**config.mk**
```make
export PLATFORM = sky130hd
export DESIGN_NAME = quadrature_peak_delineator
export DESIGN_NICKNAME = d
export VERILOG_FILES = /design/src/qpd_pkg.sv /design/src/qpd_channel.sv /design/src/quadrature_peak_delineator.sv
export SDC_FILE = /design/constraint.sdc
export NUM_CORES = 1
export LEC_CHECK = 0
export ABC_AREA = 1
export BUFFER_PORTS_ARGS = -buffer_cell sky130_fd_sc_hd__buf_2
export CORE_MARGIN = 4
export CORE_UTILIZATION = 55
export DETAILED_ROUTE_END_ITERATION = 8
export PLACE_DENSITY = 0.83
export SLEW_MARGIN = 20
export SYNTH_ARGS = -nofsm -noshare
export SYNTH_HDL_FRONTEND = slang
export SYNTH_SLANG_ARGS = --single-unit
```
**constraint.sdc**
```tcl
create_clock -name i_clk -period 4.3 [get_ports i_clk]
set_input_delay 1.29 -clock i_clk [delete_from_list [all_inputs] [get_ports i_clk]]
set_output_delay 1.29 -clock i_clk [all_outputs]
set_load 0.01 [all_outputs]
```
**src/qpd_pkg.sv**
```systemverilog
package qpd_pkg;

    // default sample width; the delta width is one bit less
    localparam int SAMPLE_WIDTH_DEF = 16;

    // configuration register indexes
    localparam int CFG_INDEX_W = 2;
    localparam logic [CFG_INDEX_W-1:0] CFG_SIGNAL_DELTA = 2'd0;
    localparam logic [CFG_INDEX_W-1:0] CFG_SLOPE_DELTA  = 2'd1;

    // result beat: six flags packed from the lowest bit up
    localparam int OUT_DATA_W = 8;

    // per-channel status after one step
    typedef struct packed {
        logic valid;
        logic tracking;
        logic phase;
    } t_chan_flags;

endpackage

```
**src/qpd_channel.sv**
```systemverilog
module qpd_channel #(
    parameter int SAMPLE_WIDTH = qpd_pkg::SAMPLE_WIDTH_DEF
) (
    input  logic                          i_clk,
    input  logic                          i_rst_n,
    input  logic                          i_advance,
    input  logic signed [SAMPLE_WIDTH-1:0] i_value,
    input  logic        [SAMPLE_WIDTH-2:0] i_delta,
    input  logic                          i_permit_up,
    input  logic                          i_permit_down,
    output logic                          o_phase_cur,
    output qpd_pkg::t_chan_flags          o_flags
);

    logic                          r_phase;
    logic signed [SAMPLE_WIDTH-1:0] r_extreme;

    logic signed [SAMPLE_WIDTH:0] diff_dn;
    logic signed [SAMPLE_WIDTH:0] diff_up;
    logic signed [SAMPLE_WIDTH:0] delta_ext;
    logic                         beyond;
    logic                         new_extreme;
    logic                         flip;

    // differences one bit wider so they never wrap
    assign diff_dn   = {r_extreme[SAMPLE_WIDTH-1], r_extreme} - {i_value[SAMPLE_WIDTH-1], i_value};
    assign diff_up   = {i_value[SAMPLE_WIDTH-1], i_value} - {r_extreme[SAMPLE_WIDTH-1], r_extreme};
    assign delta_ext = $signed({2'b00, i_delta});

    always_comb begin
        if (r_phase) begin
            new_extreme = i_value < r_extreme;
            beyond      = diff_up > delta_ext;
            flip        = !new_extreme && beyond && i_permit_down;
        end else begin
            new_extreme = i_value > r_extreme;
            beyond      = diff_dn > delta_ext;
            flip        = !new_extreme && beyond && i_permit_up;
        end
    end

    assign o_phase_cur      = r_phase;
    assign o_flags.phase    = r_phase ^ flip;
    assign o_flags.tracking = new_extreme;
    assign o_flags.valid    = flip;

    always_ff @(posedge i_clk) begin
        if (!i_rst_n) begin
            r_phase   <= 1'b0;
            r_extreme <= '0;
        end else if (i_advance) begin
            r_phase <= r_phase ^ flip;
            if (new_extreme || flip) begin
                r_extreme <= i_value;
            end
        end
    end

endmodule

```
**src/quadrature_peak_delineator.sv**
```systemverilog
// Quadrature peak delineator. Each input beat carries a signed signal sample and its
// derivative; two coupled hysteresis trackers follow the running peak or trough of each
// and report phase, new-extreme (tracking) and phase-change (valid) flags, one result
// beat per input beat. A channel changes phase only once the value has retreated from
// its extreme by more than its delta and the other channel's phase agrees; the signal
// channel steps first and the slope channel sees its new phase. Throughput is one beat
// per clock while the result stream is not stalled; a beat passes from the input register
// to the result register, with the whole step (two subtract-and-compare pairs chained
// through the phase coupling) between them. The user must write deltas through the config
// port only while the block is idle; the block does not enforce it. Both reset to zero.
module quadrature_peak_delineator #(
    parameter int SAMPLE_WIDTH = qpd_pkg::SAMPLE_WIDTH_DEF
) (
    input  logic i_clk,
    input  logic i_rst_n,

    // input stream
    input  logic                   s_axis_tvalid,
    output logic                   s_axis_tready,
    // sample [SAMPLE_WIDTH-1:0], slope [2*SAMPLE_WIDTH-1:SAMPLE_WIDTH], zero pad to bytes
    input  logic [((2*SAMPLE_WIDTH+7)/8)*8-1:0] s_axis_tdata,

    // result stream
    output logic                   m_axis_tvalid,
    input  logic                   m_axis_tready,
    // sample_phase, sample_tracking, sample_valid, slope_phase, slope_tracking,
    // slope_valid from bit 0 up, bits 7:6 zero
    output logic [qpd_pkg::OUT_DATA_W-1:0] m_axis_tdata,

    // config write channel
    input  logic                            i_cfg_valid,
    output logic                            o_cfg_ready,
    input  logic [qpd_pkg::CFG_INDEX_W-1:0] i_cfg_index,
    input  logic [SAMPLE_WIDTH-2:0]         i_cfg_data
);

    // delta registers
    logic [SAMPLE_WIDTH-2:0] r_signal_delta;
    logic [SAMPLE_WIDTH-2:0] r_slope_delta;

    // input register
    logic                          r_in_valid;
    logic signed [SAMPLE_WIDTH-1:0] r_in_sample;
    logic signed [SAMPLE_WIDTH-1:0] r_in_slope;

    // result register
    logic                 r_out_valid;
    qpd_pkg::t_chan_flags r_out_sig;
    qpd_pkg::t_chan_flags r_out_slp;

    logic                 advance;
    logic                 sig_phase_cur;
    logic                 slp_phase_cur;
    qpd_pkg::t_chan_flags sig_flags;
    qpd_pkg::t_chan_flags slp_flags;

    // config writes are always taken
    assign o_cfg_ready = 1'b1;

    always_ff @(posedge i_clk) begin
        if (!i_rst_n) begin
            r_signal_delta <= '0;
            r_slope_delta  <= '0;
        end else if (i_cfg_valid) begin
            unique case (i_cfg_index)
                qpd_pkg::CFG_SIGNAL_DELTA: r_signal_delta <= i_cfg_data;
                qpd_pkg::CFG_SLOPE_DELTA:  r_slope_delta  <= i_cfg_data;
                default: ; // unknown index is dropped
            endcase
        end
    end

    // item moves from the input register into the result register when the result slot
    // is free or being emptied this cycle
    assign advance       = r_in_valid && (!r_out_valid || m_axis_tready);
    assign s_axis_tready = !r_in_valid || advance;

    always_ff @(posedge i_clk) begin
        if (!i_rst_n) begin
            r_in_valid <= 1'b0;
        end else if (s_axis_tready) begin
            r_in_valid <= s_axis_tvalid;
        end
    end

    // payload captured on every accepted beat, excess tdata bits ignored
    always_ff @(posedge i_clk) begin
        if (s_axis_tready && s_axis_tvalid) begin
            r_in_sample <= s_axis_tdata[SAMPLE_WIDTH-1:0];
            r_in_slope  <= s_axis_tdata[2*SAMPLE_WIDTH-1:SAMPLE_WIDTH];
        end
    end

    // signal channel steps first, gated by the slope phase before this step
    qpd_channel #(
        .SAMPLE_WIDTH (SAMPLE_WIDTH)
    ) u_sig (
        .i_clk         (i_clk),
        .i_rst_n       (i_rst_n),
        .i_advance     (advance),
        .i_value       (r_in_sample),
        .i_delta       (r_signal_delta),
        .i_permit_up   (slp_phase_cur),
        .i_permit_down (!slp_phase_cur),
        .o_phase_cur   (sig_phase_cur),
        .o_flags       (sig_flags)
    );

    // slope channel is gated by the signal phase after its step
    qpd_channel #(
        .SAMPLE_WIDTH (SAMPLE_WIDTH)
    ) u_slp (
        .i_clk         (i_clk),
        .i_rst_n       (i_rst_n),
        .i_advance     (advance),
        .i_value       (r_in_slope),
        .i_delta       (r_slope_delta),
        .i_permit_up   (!sig_flags.phase),
        .i_permit_down (sig_flags.phase),
        .o_phase_cur   (slp_phase_cur),
        .o_flags       (slp_flags)
    );

    always_ff @(posedge i_clk) begin
        if (!i_rst_n) begin
            r_out_valid <= 1'b0;
        end else if (advance) begin
            r_out_valid <= 1'b1;
        end else if (m_axis_tready) begin
            r_out_valid <= 1'b0;
        end
    end

    always_ff @(posedge i_clk) begin
        if (advance) begin
            r_out_sig <= sig_flags;
            r_out_slp <= slp_flags;
        end
    end

    assign m_axis_tvalid = r_out_valid;
    assign m_axis_tdata  = {2'b00,
                            r_out_slp.valid, r_out_slp.tracking, r_out_slp.phase,
                            r_out_sig.valid, r_out_sig.tracking, r_out_sig.phase};

    // sig_phase_cur is not used: the slope side sees the post-step signal phase, as the
    // pre-step signal phase is not part of the coupling; it is sunk into unused_sig_phase
    logic unused_sig_phase;
    assign unused_sig_phase = sig_phase_cur;

endmodule

```
Yosys cells after proc, flatten, opt, wreduce, memory -nomap -nowiden
Cells that the tools add are included.

word-level totals
  register bits = 104
  input bits = 54
  output and inout bits = 11
  word-level logic and storage cells = 65

cells by class
  add/subtract/negate cells = 4
  $lt $le $gt $ge = 8
  eq/ne operators = 1
  mux-type cells = 6
  bitwise logic cells = 2
  reduce and logical (&&, ||, !) cells = 28

operators by type and width
  kind                  count
  $gt A17 B16 Y1        4
  $sub A16 B16 Y17      4
  $gt A16 B16 Y1        2
  $lt A16 B16 Y1        2
  $logic_and A1 B1 Y1   10
  $logic_not A1 Y1      8
  $reduce_and A2 Y1     4
  $mux W1               6
  $logic_or A1 B1 Y1    4
  $eq A2 B1 Y1 const B  1
  $logic_not A2 Y1      1
  $reduce_bool A2 Y1    1
  $xor A1 B1 Y1         2

Logic depth before layout (Yosys ltp)
Gate-level depths: netlist of the first run.

  depth after elaboration = 11
  mapped depth = 28
  depth with buffers taken out = 27

Hierarchy
From an unflattened synthesis of the first run, not the netlist that was laid out.

second synthesis, totals
  cell total of the unflattened synthesis = 1,312
  area, all modules = 9,411.5 sq um

by module, submodules not included
  module                      instances  cells an instance  area an instance (sq um)  sequential area each (sq um)
  qpd_channel (u_slp)         1          530                3,567.2                   340.3
  qpd_channel (u_sig)         1          529                3,311.9                   340.3
  quadrature_peak_delineator  1          253                2,532.4                   1,781.7

Worst setup path before layout of the first run
No wires, ideal clock.

  path type = register to register
  from = register r_in_slope[0]
  to = register u_slp.r_extreme[10]
  setup time = 116 ps
  data arrival time = 3,319 ps
  required time = 4,184 ps
  setup slack = 866 ps
  stages on the path, launching flop included = 25
  buffers on the path = 1
  period minus slack after synthesis = 3,434 ps
  path through = edfxtp_1 > inv_1 > ha_1 > inv_1 > fa_1 > a21oi_1 > o21bai_1 > nand2_1 > o211ai_1 > xor2_1 > ha_1 > nand2_1 > nor3_1 > nand4_1 > nor2_1 > nor2_1 > o21ai_1 > nand2_1 > nor2_2 > nand2_4 > nand3_4 > buf_6 > nand3_2 > nand2_1 > nor2_1

between the ends
  cells in the longest elaborated chain, start to end = 7
  elaborated cells between the ends (all ways) = 16
  those cells by class = 2 x add/sub; 4 x order compare; 2 x mux; 8 x reduce/logical

RTL lines
  item                                                  line                                  text
  start, declared                                       quadrature_peak_delineator.sv:44      logic signed [SAMPLE_WIDTH-1:0] r_in_slope;
  start signal, assigned                                quadrature_peak_delineator.sv:90      r_in_slope <= s_axis_tdata[2*SAMPLE_WIDTH-1:SAMPLE_WIDTH];
  $sub A16 B16 Y17, or another cell as far along        qpd_channel.sv:26                     assign diff_dn = {r_extreme[SAMPLE_WIDTH-1], r_extreme} - {i_value[SAMPLE_WIDTH-1], i_value};
  $gt A17 B16 Y1, or another cell as far along          qpd_channel.sv:37                     beyond = diff_dn > delta_ext;
  $logic_and A1 B1 Y1 (on tied branches) (2 in series)  qpd_channel.sv:38, qpd_channel.sv:34
  $mux W1                                               qpd_channel.sv:31                     if (r_phase) begin
  $logic_or A1 B1 Y1 (*)                                qpd_channel.sv:53                     if (new_extreme || flip) begin
  $reduce_and A2 Y1 (no line) (*)                       --
  end signal, assigned                                  qpd_channel.sv:54                     r_extreme <= i_value;
  end, declared                                         qpd_channel.sv:16                     logic signed [SAMPLE_WIDTH-1:0] r_extreme;

Mark *: on every way between the ends. The rest lies on a longest branch, timed or not.
A chain may end at the register's enable or synchronous reset.

Worst setup path after layout of the first run
  from = register r_in_sample[0]
  to = register u_slp.r_extreme[11]

between the ends
  cells in the longest elaborated chain, start to end = 11
  elaborated cells between the ends (all ways) = 20
  those cells by class = 2 x add/sub; 4 x order compare; 2 x mux; 1 x bitwise; 11 x reduce/logical

RTL lines
  item                                                  line                                  text
  start, declared                                       quadrature_peak_delineator.sv:43      logic signed [SAMPLE_WIDTH-1:0] r_in_sample;
  start signal, assigned                                quadrature_peak_delineator.sv:89      r_in_sample <= s_axis_tdata[SAMPLE_WIDTH-1:0];
  $sub A16 B16 Y17, or another cell as far along        qpd_channel.sv:26
  $gt A17 B16 Y1, or another cell as far along          qpd_channel.sv:37
  $logic_and A1 B1 Y1 (on tied branches) (2 in series)  qpd_channel.sv:38, qpd_channel.sv:34
  $mux W1 (*)                                           qpd_channel.sv:31
  $xor A1 B1 Y1 (*)                                     qpd_channel.sv:43                     assign o_flags.phase = r_phase ^ flip;
  $logic_not A1 Y1                                      quadrature_peak_delineator.sv:118     .i_permit_up (!sig_flags.phase),
  $logic_and A1 B1 Y1                                   qpd_channel.sv:38                     flip = !new_extreme && beyond && i_permit_up;
  $mux W1 (*)                                           qpd_channel.sv:31
  $logic_or A1 B1 Y1 (*)                                qpd_channel.sv:53
  $reduce_and A2 Y1 (no line) (*)                       --

Marked as above.

==> metrics.md, run 1 <==
| Metric | Value |
|---|---|
| Status | completed |
| # port buffers | between 60 and 70 |
| Hpwl dp | ~16,000 µm |
| Hold-fix buffers, CTS | 0 |
| CTS tree | built |
| Drt wl/cell | approximately 14 µm |
| Register area share after synthesis | between 20% and 30% |
| Core Rows | 45 |
| Worst Tran Pin Value | between 0.8 and 0.9 ns |
| # DRC | 0 |
| Vias in the first global route | 7,080 |
| ANT nets after route | 0 |
| Synthesis-stage register bit count | approximately 100 |
| Final global-route overflow total | 0 |
| Pleak | approximately 4.6 nW |
| Antenna violations before repair | 0 |
| Via density | roughly 5.4 |
| Design Area, Final | 9430 µm² |
| Area taken by multi-input logic gates | between 5000 and 6000 µm² |
| Peak Freq | about 250 MHz |
| Reg-to-Reg Start | r_in_sample[0]$_DFFE_PP_ |
| Slew headroom | 39.9% |
| Internal | 0.00209 W |
| Minimum clock period | around 3.9 ns |
| Critical Path End Type | flip-flop |
| PD cells | around 360 nW/µm² |
| Post-Place Cells | around 1,400 |
| Top cell type's share of synthesized area | 17.6% |
| Leading area contributor after synthesis | ha_1 |
| Reg2Reg Depth | 23 |
| Total routed wirelength | 20,600 µm |
| Distinct cells, synth | between 40 and 50 |
| Placement Cell Area | slightly above 9000 µm² |
| TritonRoute pass-1 iters | 6 |
| Hold Slack | approximately 0.48 ns |
| Critical-path top delay cell | fa_1 |
| Synth warnings | 0 |
| Syn Area/Cell | approximately 7.4 µm² |
| Commonest cells after routing, fill and taps aside | nand2_1 (246), inv_1 (174), a21oi_1 (131) |
| Switching share of power | between 30% and 40% |
| Synth Flop Type | dfxtp_1 |
| Max Cap Viol | 0 |
| Clock latency on the worst-skew pair | about 0.37 ns |
| Placeable core area | 15,400 µm² |
| Post-CTS Setup Bufs | 0 |
| Commonest non-fill, non-tap cell in the layout | nand2_1 |
| R2r setup slk | 0.37 ns |
| CP Launch Type | flip-flop |
| FFs w/ async S/R, synth | 0% |
| ANT cells | 0 |
| Fin crit share | approximately nine tenths |
| Number of gates resized after cts | 0 |
| CP required | 4.56 ns |
| Final setup violation count | 0 |
| Final GP Congestion | around 0.98 |
| Share of total power in sequential cells | about 33% |
| Die area | between 15,000 and 20,000 µm² |
| Pin count of the biggest net entering global routing | 39 |
| Initial core utilization | between 50% and 60% |
| WHS Path Cells | 2 |
| Clock transition at the registers of the reported paths | 0.07 ns |
| Crit-path cells | inv_1 -> ha_1 -> inv_1 -> fa_1 -> nand3_1 -> nand2_1 -> nand2_1 -> nand2_1 -> a31oi_1 -> xor2_1 -> inv_1 -> ha_1 -> nand2_1 -> nor3b_1 -> nand3_1 -> nand2_1 -> nand2_1 -> nand2_1 -> nand2_2 -> nand3_2 -> nand3_4 -> a21oi_1 -> nor2_1 |
| GRT Overall Usage | between 20% and 30% |
| P&R area growth vs syn | 7.24% |
| Die width | 134 µm |
| Worst EP arrival | between 4 and 5 ns |
| Logic pwr share | between 40% and 50% |
| Layout cells sized above 1 | roughly an eighth |
| Fin Clk Skew | roughly 0.014 ns |
| Hold EP | u_sig.r_extreme[13]$_SDFFE_PN0P_ |
| Die Ht | between 100 and 150 µm |
| Clk buf depth | 2 |
| Cell Area, Synth | around 8800 µm² |
| Most used cell, CP | nand2_1 |
| Vias | 7,658 |
| Final Hold Fails | 0 |
| H-tree Lvls | 3 |
| Root Driver | clkbuf_16 |
| Hold WC Path Type | flip-flop to flip-flop |
| Register area | ~2500 µm² |
| Final cell count without fillers | 1,431 |
| Worst flop-to-flop path endpoint | u_slp.r_extreme[11]$_SDFFE_PN0P_ |
| Tot Pwr | roughly 0.0034 W |
| First-pass GRT wire length | around 33,000 µm |
| Fillers | 1,430 |
| RSZ-0062 raised after global routing | no |
| # IOs | 65 |
| Critical path class | flip-flop to flip-flop |
| Hold wc startpoint | u_sig.r_extreme[13]$_SDFFE_PN0P_ |
| Max VDD drop | around 0.30 mV |
| Slowest stage delay, CP | approximately 0.44 ns |
| Nets | 1,397 |
| EDFF count, synth | 38 |
| 1st-iter DRT viols | between 600 and 700 |
| Worst-path maximum fanout | 16 |
| NetSw | 0.00134 W |
| Clk pwr share | between 20% and 30% |
| Final TNS setup | 0 ns |
| Max Slew Vio Count | 0 |
| CTS buffer count | 9 |
| Clk sink count | ~100 |
| Count of mapped cells out of synthesis | 1,186 |
| Main area contributors after synthesis | ha_1 (18%), dfxtp_1 (15%), edfxtp_1 (13%) |
==> power by group through the flow <==
stage               Clock, W  Combinational [W]  Sequential [W]
floorplan                  0            0.00112         0.00115
global placement           0            0.00135         0.00116
detailed placement         0            0.00139         0.00116
CTS                 0.000889            0.00140         0.00114
global route        0.000917            0.00164         0.00115
finish              0.000865            0.00143         0.00114
==> cells in the mapped netlist (5+ instances only) <==
| cell type | number |
|---|---|
| o21bai_1 | 6 |
| inv_2 | 11 |
| a21o_1 | 11 |
| a31oi_1 | 8 |
| nor3_1 | 8 |
| nand2_2 | 12 |
| nor2_1 | 73 |
| nand3_1 | 40 |
| ha_1 | 124 |
| a21oi_1 | 132 |
| xnor2_1 | 8 |
| buf_6 | 6 |
| nand3_2 | 17 |
| clkbuf_2 | 8 |
| inv_1 | 174 |
| nand2_1 | 246 |
| dfxtp_1 | 66 |
| a21oi_2 | 5 |
| buf_4 | 15 |
| xor2_1 | 45 |
| o21ai_0 | 61 |
| nand2_4 | 5 |
| nor2_2 | 8 |
| buf_2 | 8 |
| clkbuf_1 | 13 |
| edfxtp_1 | 38 |
==> registers in the layout, summed over array words and instances (netlist names) <==
| signal | cells |
|---|---|
| m_axis_tdata | 6 |
| m_axis_tvalid | 1 |
| r_slope_delta | 15 |
| r_in_sample | 16 |
| u_slp.r_extreme | 16 |
| r_in_slope | 16 |
| u_sig.o_phase_cur | 1 |
| u_sig.r_extreme | 16 |
| u_slp.o_phase_cur | 1 |
| r_signal_delta | 15 |
| r_in_valid | 1 |
==> metrics by stage <==
| stage | util [%] | setup slack, ns |
|---|---|---|
| after floorplan | - | 0.866 |
| after global placement | 58.9 | 0.363 |
| after detailed placement | 58.9 | 0.223 |
| after CTS | 60.9 | 0.204 |
| after global routing | 61.1 | 0.0111 |
| final | 61.1 | 0.368 |
==> logic make-up after synthesis <==
kind of cell,after synthesis,share of synthesized area (%)
buffers and inverters,237,11.5
AND/OR/NAND/NOR,420,21.4
flip-flops,104,28.0
AO/OA/AOI/OAI,242,15.1
adder cells (fa/ha/maj),128,18.6
other,2,0.0854
XOR/XNOR,53,5.28
==> worst max-delay path: cells and delay by family (launching register included) <==
| family | cells | cell delay [ns] |
|---|---|---|
| and+or+nand+nor | 14 | 1.76 |
| adders and majority gates | 3 | 0.86 |
| DFF | 1 | 0.42 |
| AOI/OAI and AO/OA | 2 | 0.39 |
| buffers and inverters | 3 | 0.22 |
| xor gates and xnor gates | 1 | 0.17 |
==> worst max-delay path by stage <==
| stage | startpoint | endpoint | slack (ns) | cells past startpoint |
|---|---|---|---|---|
| CTS | r_in_slope[0]$_DFFE_PP_ | u_slp.r_extreme[15]$_SDFFE_PN0P_ | 0.20 | 23 |
| floorplan | r_in_slope[0]$_DFFE_PP_ | u_slp.r_extreme[10]$_SDFFE_PN0P_ | 0.87 | 24 |
| global placement | r_in_slope[0]$_DFFE_PP_ | u_slp.r_extreme[15]$_SDFFE_PN0P_ | 0.36 | 23 |
| global route | r_in_slope[0]$_DFFE_PP_ | u_slp.r_extreme[3]$_SDFFE_PN0P_ | 0.01 | 23 |
| finish | r_in_sample[0]$_DFFE_PP_ | u_slp.r_extreme[11]$_SDFFE_PN0P_ | 0.37 | 23 |
| detailed placement | r_in_slope[0]$_DFFE_PP_ | u_slp.r_extreme[15]$_SDFFE_PN0P_ | 0.22 | 23 |
==> layout make-up <==
type                       instances  share of cell area (%)
clock buffer                      10                    2.43
clock inverter                     6                   0.796
inverter                         187                    7.46
multi-input combinational        848                    56.8
sequential                       104                    26.1
tap                              211                    2.80
timing repair buffer              65                    3.56
==> routing by layer <==
metal	share of wire, %	wire length (µm)	up-vias	global-route usage (%)
met5	0	0	-	0
met4	1.6	335	0	6.05
met3	6.9	1410	29	3.79
met2	43	8840	265	34.2
met1	49	9980	3484	33.2
li1	-	-	3880	-
(Power assumes the default switching activity.)
==> run 2: changes to the inputs <==
--- a/config.mk
+++ b/config.mk
@@ -5,12 +5,13 @@
 export SDC_FILE = /design/constraint.sdc
 export NUM_CORES = 1
 export LEC_CHECK = 0
-export ABC_AREA = 1
+export ABC_AREA = 0
 export BUFFER_PORTS_ARGS = -buffer_cell sky130_fd_sc_hd__buf_2
 export CORE_MARGIN = 4
 export CORE_UTILIZATION = 55
 export DETAILED_ROUTE_END_ITERATION = 8
 export PLACE_DENSITY = 0.83
+export REMOVE_ABC_BUFFERS = 1
 export SLEW_MARGIN = 20
 export SYNTH_ARGS = -nofsm -noshare
 export SYNTH_HDL_FRONTEND = slang
==> run 2 against run 1 <==
The run now ends with setup timing left. Synthesized cell count decreased by 14%. Core utilization increased by 3.3 points. Count of clock-buffer cells in the layout increased by 1. Worst hold slack got worse by 0.023 ns. Synthesized area decreased by 3.1%. Via count decreased by 3.2%. Sequential cell count unchanged. Critical path type unchanged. Highest routed layer unchanged.
==> metrics.md, run 2 <==
| Metric | Value |
|---|---|
| Critical-path top delay cell | or4b_4 |
| Layout cells sized above 1 | 16.9% (+4.7 points) |
| Clock latency on the worst-skew pair | 0.37 ns (about the same) |
| Top sig layer | met4 |
| Vias in the first global route | 7,436 (+5.0%) |
| P&R area growth vs syn | 14.9% |
| Synth Flop Type | dfxtp_1 |
| # DRC | 0 (unchanged) |
| Commonest cells after routing, fill and taps aside | nand2_1 (134), ha_1 (122), a21oi_1 (111), inv_1 (111), dfxtp_1 (66) |
| Synth warnings | 0 (unchanged) |
| Nets | 1,304 (-6.7%) |
| Placeable core area | 15,200 µm² (-1.5%) |
| Violated checks | setup timing |
| CTS buffer count | 9 (unchanged) |
| Fin Clk Skew | 0.0127 ns (-0.000877 ns) |
| Worst Tran Pin Value | 0.864 ns (-0.0342 ns) |
| Vias | 7,410 (-3.2%) |
| Hpwl dp | 15,900 µm (-0.92%) |
| Pleak | 4.27 nW (-7.6%) |
| Distinct cells, synth | 70 (+49%) |
| Register area share after synthesis | 28.9% (+0.91 points) |
| CP required | 4.58 ns (+0.02 ns) |
| Worst-path maximum fanout | 8 (-8) |
| Max Cap Viol | 0 (unchanged) |
| Die area | 17,500 µm² (-3.0%) |
| Via density | 5.63 (+5.3%) |
| Max VDD drop | 0.222 mV (-26%) |
| # IOs | 65 (unchanged) |
| GRT Overall Usage | 24.0% (+1.4 points) |
| Critical Path End Type | flip-flop |
| WHS Path Cells | 2 (unchanged) |
| Clk buf depth | 2 (unchanged) |
| Reg2Reg Depth | 23 (unchanged) |
| Fin crit share | 108% (+16 points) |
| Slowest stage delay, CP | 0.54 ns (+0.10 ns) |
| Peak Freq | 216 MHz (-15%) |
| RSZ-0062 raised after global routing | yes |
| CTS tree | built |
| H-tree Lvls | 3 (unchanged) |
| Die width | 132 µm (-1.5%) |
| Core Rows | 45 (unchanged) |
| Status | complete, but fails checks |
| Cell Area, Synth | 8520 µm² (-3.1%) |
| Final global-route overflow total | 0 (unchanged) |
| Post-Place Cells | 1,285 (-9.1%) |
| Count of mapped cells out of synthesis | 1,022 (-14%) |
| Slew headroom | 42.1% (+2.2 points) |
| Initial core utilization | 56.0% (-0.97 points) |
| Wire length on met2 | 10,600 µm (+20%) |
| Synthesis-stage register bit count | 104 (unchanged) |
| Tot Pwr | 0.00303 W (-12%) |
| Setup WS post-layout | -0.328 ns (-0.696 ns) |
| Pin count of the biggest net entering global routing | 36 (-7.7%) |
| Die Ht | 132 µm (-1.5%) |
| Final Hold Fails | 0 (unchanged) |
| Clock transition at the registers of the reported paths | 0.08 ns (about the same) |
| Final GP Congestion | 0.953 (-2.6%) |
| Final setup violation count | 34 (+34) |
| Max Slew Vio Count | 0 (unchanged) |
| Met3 wire length | 932 µm (-34%) |
| CP Launch Type | flip-flop |
| Crit-path cells | ha_2 -> inv_2 -> fa_2 -> a211oi_2 -> o21bai_1 -> a21oi_2 -> o21ai_2 -> a21o_1 -> a21o_1 -> nand3_1 -> nand2_1 -> xor2_1 -> ha_1 -> nand4_1 -> buf_4 -> buf_4 -> a21oi_1 -> o21a_1 -> o2111a_4 -> or4b_4 -> a31oi_4 -> buf_8 -> mux2i_1 |
| Critical path class | flip-flop to flip-flop |
| Hold WC Path Type | flip-flop to flip-flop |
| Final cell count without fillers | 1,315 (-8.1%) |
| ANT cells | 0 (unchanged) |
| Hold-fix buffers, CTS | 0 (unchanged) |
| FFs w/ async S/R, synth | 0% (unchanged) |
| Worst EP arrival | 4.91 ns (+0.72 ns) |
| Total routed wirelength | 21,000 µm (+2.3%) |
| Syn Area/Cell | 8.33 µm² (+12%) |
| # port buffers | 61 (unchanged) |
| First-pass GRT wire length | 34,800 µm (+4.4%) |
| Root Driver | clkbuf_16 |
| Design Area, Final | 9790 µm² (+3.8%) |
| WL met1 | 8620 µm (-14%) |
| PD cells | 309 nW/µm² (-15%) |
| Top cell type's share of synthesized area | 18.2% (+0.57 points) |
| 1st-iter DRT viols | 637 (+3.9%) |
| Leading area contributor after synthesis | ha_1 |
| Drt wl/cell | 16.0 µm (+11%) |
| Commonest non-fill, non-tap cell in the layout | nand2_1 |
| Top-count cell post-synth | nand2_1 |
| Clk sink count | 104 (unchanged) |
| Minimum clock period | 4.63 ns (+0.696 ns) |
| Main area contributors after synthesis | ha_1 (18%), dfxtp_1 (16%), edfxtp_1 (13%) |
| Synth cell count leaders | nand2_1 (134), ha_1 (124), a21oi_1 (116) |
| ANT nets after route | 0 (unchanged) |
| Placement Cell Area | 9270 µm² (+2.1%) |
| EDFF count, synth | 38 (unchanged) |
| Antenna violations before repair | 0 (unchanged) |
| TritonRoute pass-1 iters | 5 (-1) |
[run 2: what timing repair did]
action,4_1_cts,5_1_grt
cloned,2,0
pin swaps,23,28
gates resized for setup,20,18
setup buffers,10,5
setup endpoints to repair,36,38
[run 2: cell type report]
| cell class | instances | area [µm²] |
|---|---|---|
| clock inverter | 5 | 38.8 |
| inverter | 114 | 430 |
| fill | 1275 | 5420 |
| timing repair buffer | 131 | 866 |
| tap | 188 | 235 |
| sequential | 104 | 2460 |
| clock buffer | 11 | 243 |
| multi-input combinational | 762 | 5510 |
[run 2: layer usage]
| layer | vias to the layer above | GRT usage (%) |
|---|---|---|
| li1 | 3717 | - |
| met1 | 3405 | 27.7 |
| met2 | 221 | 43.2 |
| met3 | 67 | 4.03 |
| met4 | 0 | 11.1 |
| met5 | - | 0 |
[run 2: kinds of logic (layout without fill, tap and decap cells)]
family	count (synthesis)	in the layout	share of synthesized area, %
AND/OR/NAND/NOR	289	289	15.6
buffers and inverters	157	261	7.80
adder cells (fa/ha/maj)	128	128	19.2
XOR/XNOR	54	54	5.55
flip-flops	104	104	28.9
other	2	3	0.0882
multiplexers	33	33	3.88
AO/OA/AOI/OAI	255	255	19.0
[run 2: metrics by stage]
stage	TNS [ns]	utilization (%)	hold WS, ns	setup WS (ns)
6_report	-7.26	64.4	0.456	-0.328
5_1_grt	-15.23	64.4	0.469	-0.521
4_1_cts	-5.92	64.1	0.458	-0.306
3_5_place_dp	-13.11	61.0	0.448	-0.488
3_3_place_gp	-8.56	61.0	0.443	-0.350
2_1_floorplan	-12.48	-	0.436	-0.480
[run 2: critical path: cells and delay by family (launching register included)]
kind | cells | cell delay, ns
AOI/OAI and AO/OA | 10 | 1.74
adders and majority gates | 3 | 0.83
and+or+nand+nor | 4 | 0.80
buffers and inverters | 4 | 0.45
DFF | 1 | 0.38
muxes | 1 | 0.20
xor gates and xnor gates | 1 | 0.15
[run 2: worst paths after layout]
| check | start | slack [ns] | endpoint |
|---|---|---|---|
| max | r_in_sample[0]$_DFFE_PP_ | -0.33 | u_slp.r_extreme[11]$_SDFFE_PN0P_ |
| min | r_signal_delta[10]$_SDFFE_PN0P_ | 0.46 | r_signal_delta[10]$_SDFFE_PN0P_ |
| max reg2reg | r_in_sample[0]$_DFFE_PP_ | -0.33 | u_slp.r_extreme[11]$_SDFFE_PN0P_ |
| min reg2reg | r_signal_delta[10]$_SDFFE_PN0P_ | 0.46 | r_signal_delta[10]$_SDFFE_PN0P_ |
[run 2: report_power, final]
| group | internal, W | switching, W | leakage (nW) |
|---|---|---|---|
| Clock | 0.000414 | 0.000386 | 0.141 |
| Sequential | 0.00108 | 0.0000363 | 0.907 |
| Combinational | 0.000494 | 0.000622 | 3.22 |
